===== src/rtl/core/sha_pkg.sv =====
// ----------------------------------------------------------------------------
// SHA-256 package
// Round constants, initial hash values and shared types for the hasher.
// ----------------------------------------------------------------------------
package sha_pkg;

  localparam int BLOCK_BYTES = 64;
  localparam int FIFO_DEPTH  = 4;

  typedef logic [31:0] word_t;
  typedef logic [5:0]  blk_addr_t;

  // Command from the front end to the compression engine.
  typedef struct packed {
    logic     is_final;  // this block ends a message: emit digest, reinit
  } blk_cmd_t;

  localparam word_t INIT_H [8] = '{
    32'h6a09e667, 32'hbb67ae85, 32'h3c6ef372, 32'ha54ff53a,
    32'h510e527f, 32'h9b05688c, 32'h1f83d9ab, 32'h5be0cd19
  };

  localparam word_t ROUND_K [64] = '{
    32'h428a2f98, 32'h71374491, 32'hb5c0fbcf, 32'he9b5dba5, 32'h3956c25b, 32'h59f111f1,
    32'h923f82a4, 32'hab1c5ed5, 32'hd807aa98, 32'h12835b01, 32'h243185be, 32'h550c7dc3,
    32'h72be5d74, 32'h80deb1fe, 32'h9bdc06a7, 32'hc19bf174, 32'he49b69c1, 32'hefbe4786,
    32'h0fc19dc6, 32'h240ca1cc, 32'h2de92c6f, 32'h4a7484aa, 32'h5cb0a9dc, 32'h76f988da,
    32'h983e5152, 32'ha831c66d, 32'hb00327c8, 32'hbf597fc7, 32'hc6e00bf3, 32'hd5a79147,
    32'h06ca6351, 32'h14292967, 32'h27b70a85, 32'h2e1b2138, 32'h4d2c6dfc, 32'h53380d13,
    32'h650a7354, 32'h766a0abb, 32'h81c2c92e, 32'h92722c85, 32'ha2bfe8a1, 32'ha81a664b,
    32'hc24b8b70, 32'hc76c51a3, 32'hd192e819, 32'hd6990624, 32'hf40e3585, 32'h106aa070,
    32'h19a4c116, 32'h1e376c08, 32'h2748774c, 32'h34b0bcb5, 32'h391c0cb3, 32'h4ed8aa4a,
    32'h5b9cca4f, 32'h682e6ff3, 32'h748f82ee, 32'h78a5636f, 32'h84c87814, 32'h8cc70208,
    32'h90befffa, 32'ha4506ceb, 32'hbef9a3f7, 32'hc67178f2
  };

  localparam logic [7:0] PAD_BYTE = 8'h80;

  function automatic word_t rotr(input word_t x, input int unsigned k);
    rotr = (x >> k) | (x << (32 - k));
  endfunction

endpackage


===== src/rtl/core/sha_front.sv =====
// ----------------------------------------------------------------------------
// SHA-256 front end
// Takes bytes, keeps the length, writes padding and pushes 32-bit message
// words plus block commands toward the compression engine.
// ----------------------------------------------------------------------------
module sha_front (
  input  logic                 clk,
  input  logic                 rst,
  input  logic                 push,
  output logic                 full,
  input  logic                 has_byte,
  input  logic [7:0]           data_byte,
  input  logic                 is_last,
  // word stream to the engine
  output logic                 wvalid,
  output sha_pkg::word_t       wdata,
  output sha_pkg::blk_cmd_t    wcmd,     // meaningful on the last word of a block
  output logic                 wend,     // last word of a block
  input  logic                 wready
);
  import sha_pkg::*;

  typedef enum logic [1:0] {S_BYTES, S_PAD, S_LEN} state_t;

  state_t      state;
  logic [60:0] msg_len;
  logic [5:0]  fill;        // bytes placed in the current block
  logic [23:0] acc;         // upper bytes of the word being built
  logic        out_valid;
  word_t       out_word;
  logic        out_end;
  logic        out_final;
  logic [63:0] bit_len;
  logic        pad_first;   // next padding byte is the 0x80 marker

  logic        byte_go;
  logic [7:0]  byte_val;
  logic        put;
  logic        can_put;

  assign can_put = !out_valid || wready;
  assign full    = (state != S_BYTES) || !can_put;
  assign bit_len = {msg_len, 3'b000};

  // which byte goes into the block this cycle
  always_comb begin
    byte_go  = 1'b0;
    byte_val = 8'h00;
    unique case (state)
      S_BYTES: begin
        byte_go  = push && !full && has_byte;
        byte_val = data_byte;
      end
      S_PAD: begin
        byte_go  = can_put;
        byte_val = pad_first ? PAD_BYTE : 8'h00;
      end
      S_LEN: begin
        // offsets 56..63 carry length bytes, most significant first
        byte_go  = can_put;
        byte_val = bit_len[{~fill[2:0], 3'b111} -: 8];
      end
      default: ;
    endcase
  end

  assign put = byte_go;

  always_ff @(posedge clk) begin
    if (rst) begin
      state     <= S_BYTES;
      msg_len   <= '0;
      fill      <= '0;
      out_valid <= 1'b0;
      pad_first <= 1'b0;
    end else begin
      if (out_valid && wready) out_valid <= 1'b0;
      if (put) begin
        fill <= fill + 6'd1;
        if (fill[1:0] == 2'd3) begin
          out_valid <= 1'b1;
          out_word  <= {acc, byte_val};
          out_end   <= (fill == 6'd63);
          out_final <= (state == S_LEN) && (fill == 6'd63);
        end else begin
          acc <= {acc[15:0], byte_val};
        end
      end
      unique case (state)
        S_BYTES: begin
          if (push && !full) begin
            if (has_byte) msg_len <= msg_len + 61'd1;
            if (is_last) begin
              state     <= S_PAD;
              pad_first <= 1'b1;
            end
          end
        end
        S_PAD: begin
          // the pad marker byte goes first, then zeros to offset 56
          if (put) begin
            pad_first <= 1'b0;
            if (fill + 6'd1 == 6'd56) state <= S_LEN;
          end
        end
        S_LEN: begin
          if (put && fill == 6'd63) begin
            state   <= S_BYTES;
            msg_len <= '0;
          end
        end
        default: ;
      endcase
    end
  end

  assign wvalid = out_valid;
  assign wdata  = out_word;
  assign wend   = out_end;
  assign wcmd.is_final = out_final;

endmodule


===== src/rtl/core/sha_fifo.sv =====
// ----------------------------------------------------------------------------
// SHA-256 word queue
// Short FIFO of message words between the front end and the engine.
// ----------------------------------------------------------------------------
module sha_fifo #(
  parameter int DEPTH = 4
) (
  input  logic                 clk,
  input  logic                 rst,
  input  logic                 in_valid,
  output logic                 in_ready,
  input  logic [33:0]          in_data,
  output logic                 out_valid,
  input  logic                 out_ready,
  output logic [33:0]          out_data
);
  localparam int AW = $clog2(DEPTH);

  logic [33:0] mem [DEPTH];
  logic [AW-1:0] wptr, rptr;
  logic [AW:0]   count;
  logic do_w, do_r;

  assign in_ready  = (count != (AW+1)'(DEPTH));
  assign out_valid = (count != '0);
  assign out_data  = mem[rptr];
  assign do_w = in_valid && in_ready;
  assign do_r = out_valid && out_ready;

  always_ff @(posedge clk) begin
    if (do_w) mem[wptr] <= in_data;
    if (rst) begin
      wptr  <= '0;
      rptr  <= '0;
      count <= '0;
    end else begin
      if (do_w) wptr <= (wptr == AW'(DEPTH - 1)) ? '0 : wptr + AW'(1);
      if (do_r) rptr <= (rptr == AW'(DEPTH - 1)) ? '0 : rptr + AW'(1);
      count <= count + (AW+1)'(do_w) - (AW+1)'(do_r);
    end
  end

endmodule


===== src/rtl/core/sha_engine.sv =====
// ----------------------------------------------------------------------------
// SHA-256 compression engine
// Collects 16 words, runs 64 rounds one per cycle with a rolling 16-word
// schedule, updates the chaining state; final blocks emit four digest parts.
// ----------------------------------------------------------------------------
module sha_engine (
  input  logic                 clk,
  input  logic                 rst,
  input  logic                 wvalid,
  output logic                 wready,
  input  sha_pkg::word_t       wdata,
  input  logic                 wend,
  input  sha_pkg::blk_cmd_t    wcmd,
  output logic                 empty,
  input  logic                 pop,
  output logic [63:0]          digest_part,
  output logic [1:0]           part_index,
  output logic                 is_last_part
);
  import sha_pkg::*;

  typedef enum logic [1:0] {E_LOAD, E_ROUND, E_ADD, E_OUT} state_t;

  state_t     state;
  word_t      h [8];
  word_t      v [8];
  word_t      w [16];
  logic [5:0] rnd;
  logic       final_blk;
  logic [1:0] part;

  word_t s0, s1, w_new, t1, t2, e, a, wr;

  assign wready = (state == E_LOAD);

  always_comb begin
    s0 = rotr(w[1], 7) ^ rotr(w[1], 18) ^ (w[1] >> 3);
    s1 = rotr(w[14], 17) ^ rotr(w[14], 19) ^ (w[14] >> 10);
    w_new = w[0] + s0 + w[9] + s1;
    wr = w[0];
    e = v[4];
    a = v[0];
    t1 = v[7] + (rotr(e, 6) ^ rotr(e, 11) ^ rotr(e, 25))
       + ((e & v[5]) ^ (~e & v[6])) + ROUND_K[rnd] + wr;
    t2 = (rotr(a, 2) ^ rotr(a, 13) ^ rotr(a, 22))
       + ((a & v[1]) ^ (a & v[2]) ^ (v[1] & v[2]));
  end

  always_ff @(posedge clk) begin
    if (rst) begin
      state <= E_LOAD;
      rnd   <= '0;
      part  <= '0;
      for (int i = 0; i < 8; i++) h[i] <= INIT_H[i];
    end else begin
      unique case (state)
        E_LOAD: begin
          if (wvalid) begin
            for (int i = 0; i < 15; i++) w[i] <= w[i+1];
            w[15] <= wdata;
            if (wend) begin
              final_blk <= wcmd.is_final;
              for (int i = 0; i < 8; i++) v[i] <= h[i];
              rnd   <= '0;
              state <= E_ROUND;
            end
          end
        end
        E_ROUND: begin
          for (int i = 0; i < 15; i++) w[i] <= w[i+1];
          w[15] <= w_new;
          v[7] <= v[6]; v[6] <= v[5]; v[5] <= v[4]; v[4] <= v[3] + t1;
          v[3] <= v[2]; v[2] <= v[1]; v[1] <= v[0]; v[0] <= t1 + t2;
          rnd <= rnd + 6'd1;
          if (rnd == 6'd63) state <= E_ADD;
        end
        E_ADD: begin
          for (int i = 0; i < 8; i++) h[i] <= h[i] + v[i];
          part  <= '0;
          state <= final_blk ? E_OUT : E_LOAD;
        end
        E_OUT: begin
          if (pop) begin
            part <= part + 2'd1;
            if (part == 2'd3) begin
              for (int i = 0; i < 8; i++) h[i] <= INIT_H[i];
              state <= E_LOAD;
            end
          end
        end
        default: ;
      endcase
    end
  end

  assign empty        = (state != E_OUT);
  assign digest_part  = {h[{part, 1'b0}], h[{part, 1'b1}]};
  assign part_index   = part;
  assign is_last_part = (part == 2'd3);

endmodule


===== src/rtl/core/sha256_stream_hasher.sv =====
// ----------------------------------------------------------------------------
// SHA-256 streaming hasher
// Byte-serial SHA-256 with padding and a four-part 64-bit digest output.
// ----------------------------------------------------------------------------
//  Channel | Handshake     | Payload
//  --------+---------------+-----------------------------------------------
//  input   | push / full   | has_byte, data_byte, is_last
//  result  | empty / pop   | digest_part, part_index, is_last_part
//
//  A byte transfer is accepted while the word queue has room; after the
//  16th word of a block the engine runs the rounds and the chaining add
//  and takes no words meanwhile, so input stalls once the queue fills.
//  After is_last, full stays high while the front end writes the 0x80
//  marker, zeros and the 64-bit length, 9 to 72 bytes at one per cycle
//  while the queue has room. rst is synchronous; parts stay on the ports
//  until popped, and a result stall stalls the engine, queue, then input.
// ----------------------------------------------------------------------------
module sha256_stream_hasher #(
  parameter int QDEPTH = 4
) (
  input  logic        clk,
  input  logic        rst,
  input  logic        push,
  output logic        full,
  input  logic        has_byte,
  input  logic [7:0]  data_byte,
  input  logic        is_last,
  output logic        empty,
  input  logic        pop,
  output logic [63:0] digest_part,
  output logic [1:0]  part_index,
  output logic        is_last_part
);
  import sha_pkg::*;

  logic            fw_valid, fw_ready, fw_end;
  word_t           fw_data;
  blk_cmd_t        fw_cmd;
  logic            ew_valid, ew_ready;
  logic [33:0]     q_out;
  blk_cmd_t        e_cmd;

  // front end: byte packing, length count and padding
  sha_front u_front (
    .clk(clk), .rst(rst),
    .push(push), .full(full),
    .has_byte(has_byte), .data_byte(data_byte), .is_last(is_last),
    .wvalid(fw_valid), .wdata(fw_data), .wcmd(fw_cmd), .wend(fw_end),
    .wready(fw_ready)
  );

  // queue entry: {final block, end of block, word}
  sha_fifo #(.DEPTH(QDEPTH)) u_queue (
    .clk(clk), .rst(rst),
    .in_valid(fw_valid), .in_ready(fw_ready),
    .in_data({fw_cmd.is_final, fw_end, fw_data}),
    .out_valid(ew_valid), .out_ready(ew_ready),
    .out_data(q_out)
  );

  assign e_cmd.is_final = q_out[33];

  sha_engine u_engine (
    .clk(clk), .rst(rst),
    .wvalid(ew_valid), .wready(ew_ready),
    .wdata(q_out[31:0]), .wend(q_out[32]), .wcmd(e_cmd),
    .empty(empty), .pop(pop),
    .digest_part(digest_part), .part_index(part_index),
    .is_last_part(is_last_part)
  );

  // padding follows every accepted last item, so input is held off
  a_pad_full: assert property (@(posedge clk) disable iff (rst)
    (push && !full && is_last) |=> full)
    else $error("input accepted during padding");
  a_part_last: assert property (@(posedge clk) disable iff (rst)
    (!empty && is_last_part) |-> (part_index == 2'd3))
    else $error("last part flag on wrong quarter");
  a_hold: assert property (@(posedge clk) disable iff (rst)
    (!empty && !pop) |=> (!empty && $stable(digest_part) && $stable(part_index)))
    else $error("waiting digest part changed");

endmodule


===== config.mk =====
export PLATFORM = sky130hd
export DESIGN_NAME = sha256_stream_hasher
export DESIGN_NICKNAME = d
export VERILOG_FILES = /design/src/rtl/core/sha_pkg.sv /design/src/rtl/core/sha_front.sv /design/src/rtl/core/sha_fifo.sv /design/src/rtl/core/sha_engine.sv /design/src/rtl/core/sha256_stream_hasher.sv
export SDC_FILE = /design/constraint.sdc
export NUM_CORES = 2
export LEC_CHECK = 0
export BUFFER_PORTS_ARGS = -buffer_cell sky130_fd_sc_hd__buf_2
export CELL_PAD_IN_SITES_DETAIL_PLACEMENT = 0
export CELL_PAD_IN_SITES_GLOBAL_PLACEMENT = 1
export CORE_ASPECT_RATIO = 1.2
export CORE_UTILIZATION = 40
export DETAILED_ROUTE_END_ITERATION = 12
export PLACE_DENSITY_LB_ADDON = 0.1
export SYNTH_ARGS = -nofsm -noshare
export SYNTH_HDL_FRONTEND = slang
export SYNTH_SLANG_ARGS = --single-unit

===== constraint.sdc =====
create_clock -name clk -period 27.3 [get_ports clk]
set_input_delay 2.73 -clock clk [delete_from_list [all_inputs] [get_ports clk]]
set_output_delay 2.73 -clock clk [all_outputs]
set_load 0.02 [all_outputs]

==> impl_metrics.py <==
metrics = {
    "outcome": {
        "outcome": "finished clean",
    },
    "floorplanning": {
        "dieArea_um2": 190000,
        "coreArea_um2": 187000,
        "start_util_pct": 40.2,
        "ios": 83,
        "die_h_um": 477,
        "row_count": 174,
        "die_x_um": 398,
    },
    "critical_path": {
        "critical_path_arrival_ns": 11.24,
        "cp_common_cell": "a21oi_1",
        "start_kind": "flop",
        "crit_slowest_cell": "a2111oi_0",
        "crit_required_ns": 27.85,
        "path_class": "reg -> reg",
        "cpPeakStageDelay_ns": 1.04,
        "cp-end-kind": "flop",
        "cp_max_fo": 72,
    },
    "drt": {
        "first_pass_iters": 5,
        "wl_per_cell_um": 26.7,
        "first_iter_violations": 4081,
        "wl_met2_um": 125000,
        "ant_nets": 0,
        "dr_total_vias": 52631,
        "drc": 0,
        "drt-total-wl_um": 251000,
        "met1_length_um": 105000,
        "maxUsedRoutingLayer": "met4",
        "viasPerCell": 5.60,
        "wl_met3_um": 10000,
    },
    "clock_tree": {
        "cts_setup_buffers": 0,
        "clockRootBuffer": "clkbuf_16",
        "path_clk_slew_ns": 0.08,
        "tritoncts": "built",
        "clock_sinks": 1311,
        "cts.repair.resized": 0,
        "clockBufferDepth": 3,
        "numCtsBuffers": 147,
        "clock_latency_ns": 0.81,
        "cts_hold_buf": 0,
        "cts.htree.levels": 4,
    },
    "logic_synthesis": {
        "ys_warn_count": 0,
        "synth.distinct_cells": 91,
        "ys_seq_area_share_pct": 49.4,
        "yosys.area.top_type": "edfxtp_1",
        "synth_ff_type": "edfxtp_1",
        "synth_area_um2": 75300,
        "syn_nets": 7402,
        "synth.area.top_cells": "edfxtp_1, ha_1, dfxtp_1",
        "synth_edf_count": 1091,
        "yosysTopAreaCellShare_pct": 43.5,
        "synth_cells": 6786,
        "syn_area_per_cell_um2": 11.1,
        "synth_seq_cells": 1311,
        "synthArstFlopShare_pct": 0,
    },
    "sta": {
        "max_freq_mhz": 93.5,
        "hold_violations": 0,
        "rsz0062_at_grt": "no",
        "maxSlewHeadroom_pct": 16.1,
        "fin_crit_sh_pct": 39.2,
        "fin_setup_tns_ns": 0,
        "worst_slew_pin_slew_ns": 1.23,
        "finalSetupViolCount": 0,
        "period_needed_ns": 10.69,
        "clock_skew_ns": 0.0542,
        "drv_slew": 0,
    },
    "cells_and_area": {
        "area_growth_pct": 10.5,
        "fin_cells": 9392,
        "final_cell_mix": "edfxtp_1, nand2_1, a21oi_1",
        "layout.nets": 7424,
        "fill_cells": 17596,
        "drive_above_1_share_pct": 8.52,
        "final_area_um2": 83200,
        "layout_commonest_cell": "edfxtp_1",
    },
    "global_routing": {
        "overflow": 0,
        "grt_pass1_vias": 52959,
        "grt_pass1_wl_um": 365000,
        "grt_usage_pct": 26.3,
        "grt_max_degree": 122,
        "antenna_found_initial": 10,
    },
    "placement": {
        "place_hpwl_um": 186000,
        "post_dp_cell_area_um2": 78500,
        "io_buffers": 82,
        "place_inst": 9123,
        "place_congestion": 0.902,
    },
    "run": {
        "cap_violations": 0,
    },
    "hold_path": {
        "hold_class": "reg -> reg",
    },
}
-- stage by stage --
step | setup WS [ns] | hold slack (ns) | util, %
2_1_floorplan | 9.67 | 0.400 | -
3_3_place_gp | 16.92 | 0.400 | 41.9
3_5_place_dp | 16.80 | 0.405 | 41.9
4_1_cts | 16.74 | 0.405 | 44.4
5_1_grt | 15.99 | 0.417 | 44.4
6_report | 16.61 | 0.407 | 44.4
-- Yosys cell counts, types with 50 or more instances --
| cell | n |
|---|---|
| edfxtp_1 | 1091 |
| nand2_1 | 1090 |
| a21oi_1 | 434 |
| ha_1 | 406 |
| xnor2_1 | 404 |
| o21ai_0 | 365 |
| nor2_1 | 362 |
| inv_1 | 277 |
| clkbuf_1 | 247 |
| dfxtp_1 | 220 |
| xor2_1 | 208 |
| fa_1 | 196 |
| a21o_1 | 165 |
| mux4_2 | 113 |
| nand3_1 | 99 |
| nor3_1 | 90 |
| nand2b_1 | 83 |
| o21a_1 | 72 |
| nor2b_1 | 59 |
| o211ai_1 | 55 |
| a31oi_1 | 50 |
-- layer usage --
layer,vias up,global-route usage [%]
met5,-,0
met3,357,2.67
li1,24524,-
met2,1302,45.4
met1,26448,33.7
met4,0,10.4
-- registers in the layout, indices dropped and copies added (netlist names), 3 cells and up, named ones only --
register	count
u_engine.w	512
u_front.acc	24
u_front.msg_len	61
u_front.wdata	32
u_queue.count	3
u_front.fill	6
u_engine.v	256
u_engine.h	256
u_queue.mem	136
u_engine.rnd	6
-- cell families (layout without fill, tap and decap cells) --
logic type / after synthesis / in the layout / share of synthesized area [%]
multiplexers: 168 / 168 / 4.14
AO/OA/AOI/OAI: 1470 / 1470 / 12.3
flip-flops: 1311 / 1311 / 49.4
XOR/XNOR: 612 / 612 / 7.12
adder cells (fa/ha/maj): 628 / 628 / 12.3
AND/OR/NAND/NOR: 2019 / 2019 / 11.8
other: 0 / 6 / 0
buffers and inverters: 578 / 714 / 2.90
-- critical path: cells and delay by family, from the launching register on --
kind / cells / cell delay (ns)
buffers and inverters: 2 / 1.02
muxes: 1 / 0.26
and+or+nand+nor: 5 / 1.25
xor gates and xnor gates: 2 / 0.48
DFF: 1 / 0.84
adders and majority gates: 5 / 1.85
AOI/OAI and AO/OA: 16 / 4.65
-- final timing paths --
| path | startpoint | endpoint | slack (ns) | depth (start not counted) |
|---|---|---|---|---|
| setup / recovery | u_engine.rnd[3]$_SDFFE_PP0P_ | u_engine.v[1][27]$_DFFE_PP_ | 16.61 | 31 |
| setup reg to reg | u_engine.rnd[3]$_SDFFE_PP0P_ | u_engine.v[1][27]$_DFFE_PP_ | 16.61 | 31 |
| hold reg to reg | u_engine.w[0][84]$_DFFE_PP_ | u_engine.w[0][52]$_DFFE_PP_ | 0.41 | 0 |
| hold / removal | u_engine.w[0][84]$_DFFE_PP_ | u_engine.w[0][52]$_DFFE_PP_ | 0.41 | 0 |
-- area by class of cell --
type                       count  area, um^2  share of cell area (%)
sequential                  1311       37200                    44.7
multi-input combinational   4897       36000                    43.3
clock buffer                 185        3890                    4.68
tap                         2464        3080                    3.71
timing repair buffer         172        1110                    1.34
inverter                     279        1050                    1.26
clock inverter                78         807                   0.970
antenna                        6        15.0                  0.0181
Power is not shown: default switching activity piles up to over one toggle a cycle in this logic, so the estimate is an artifact.
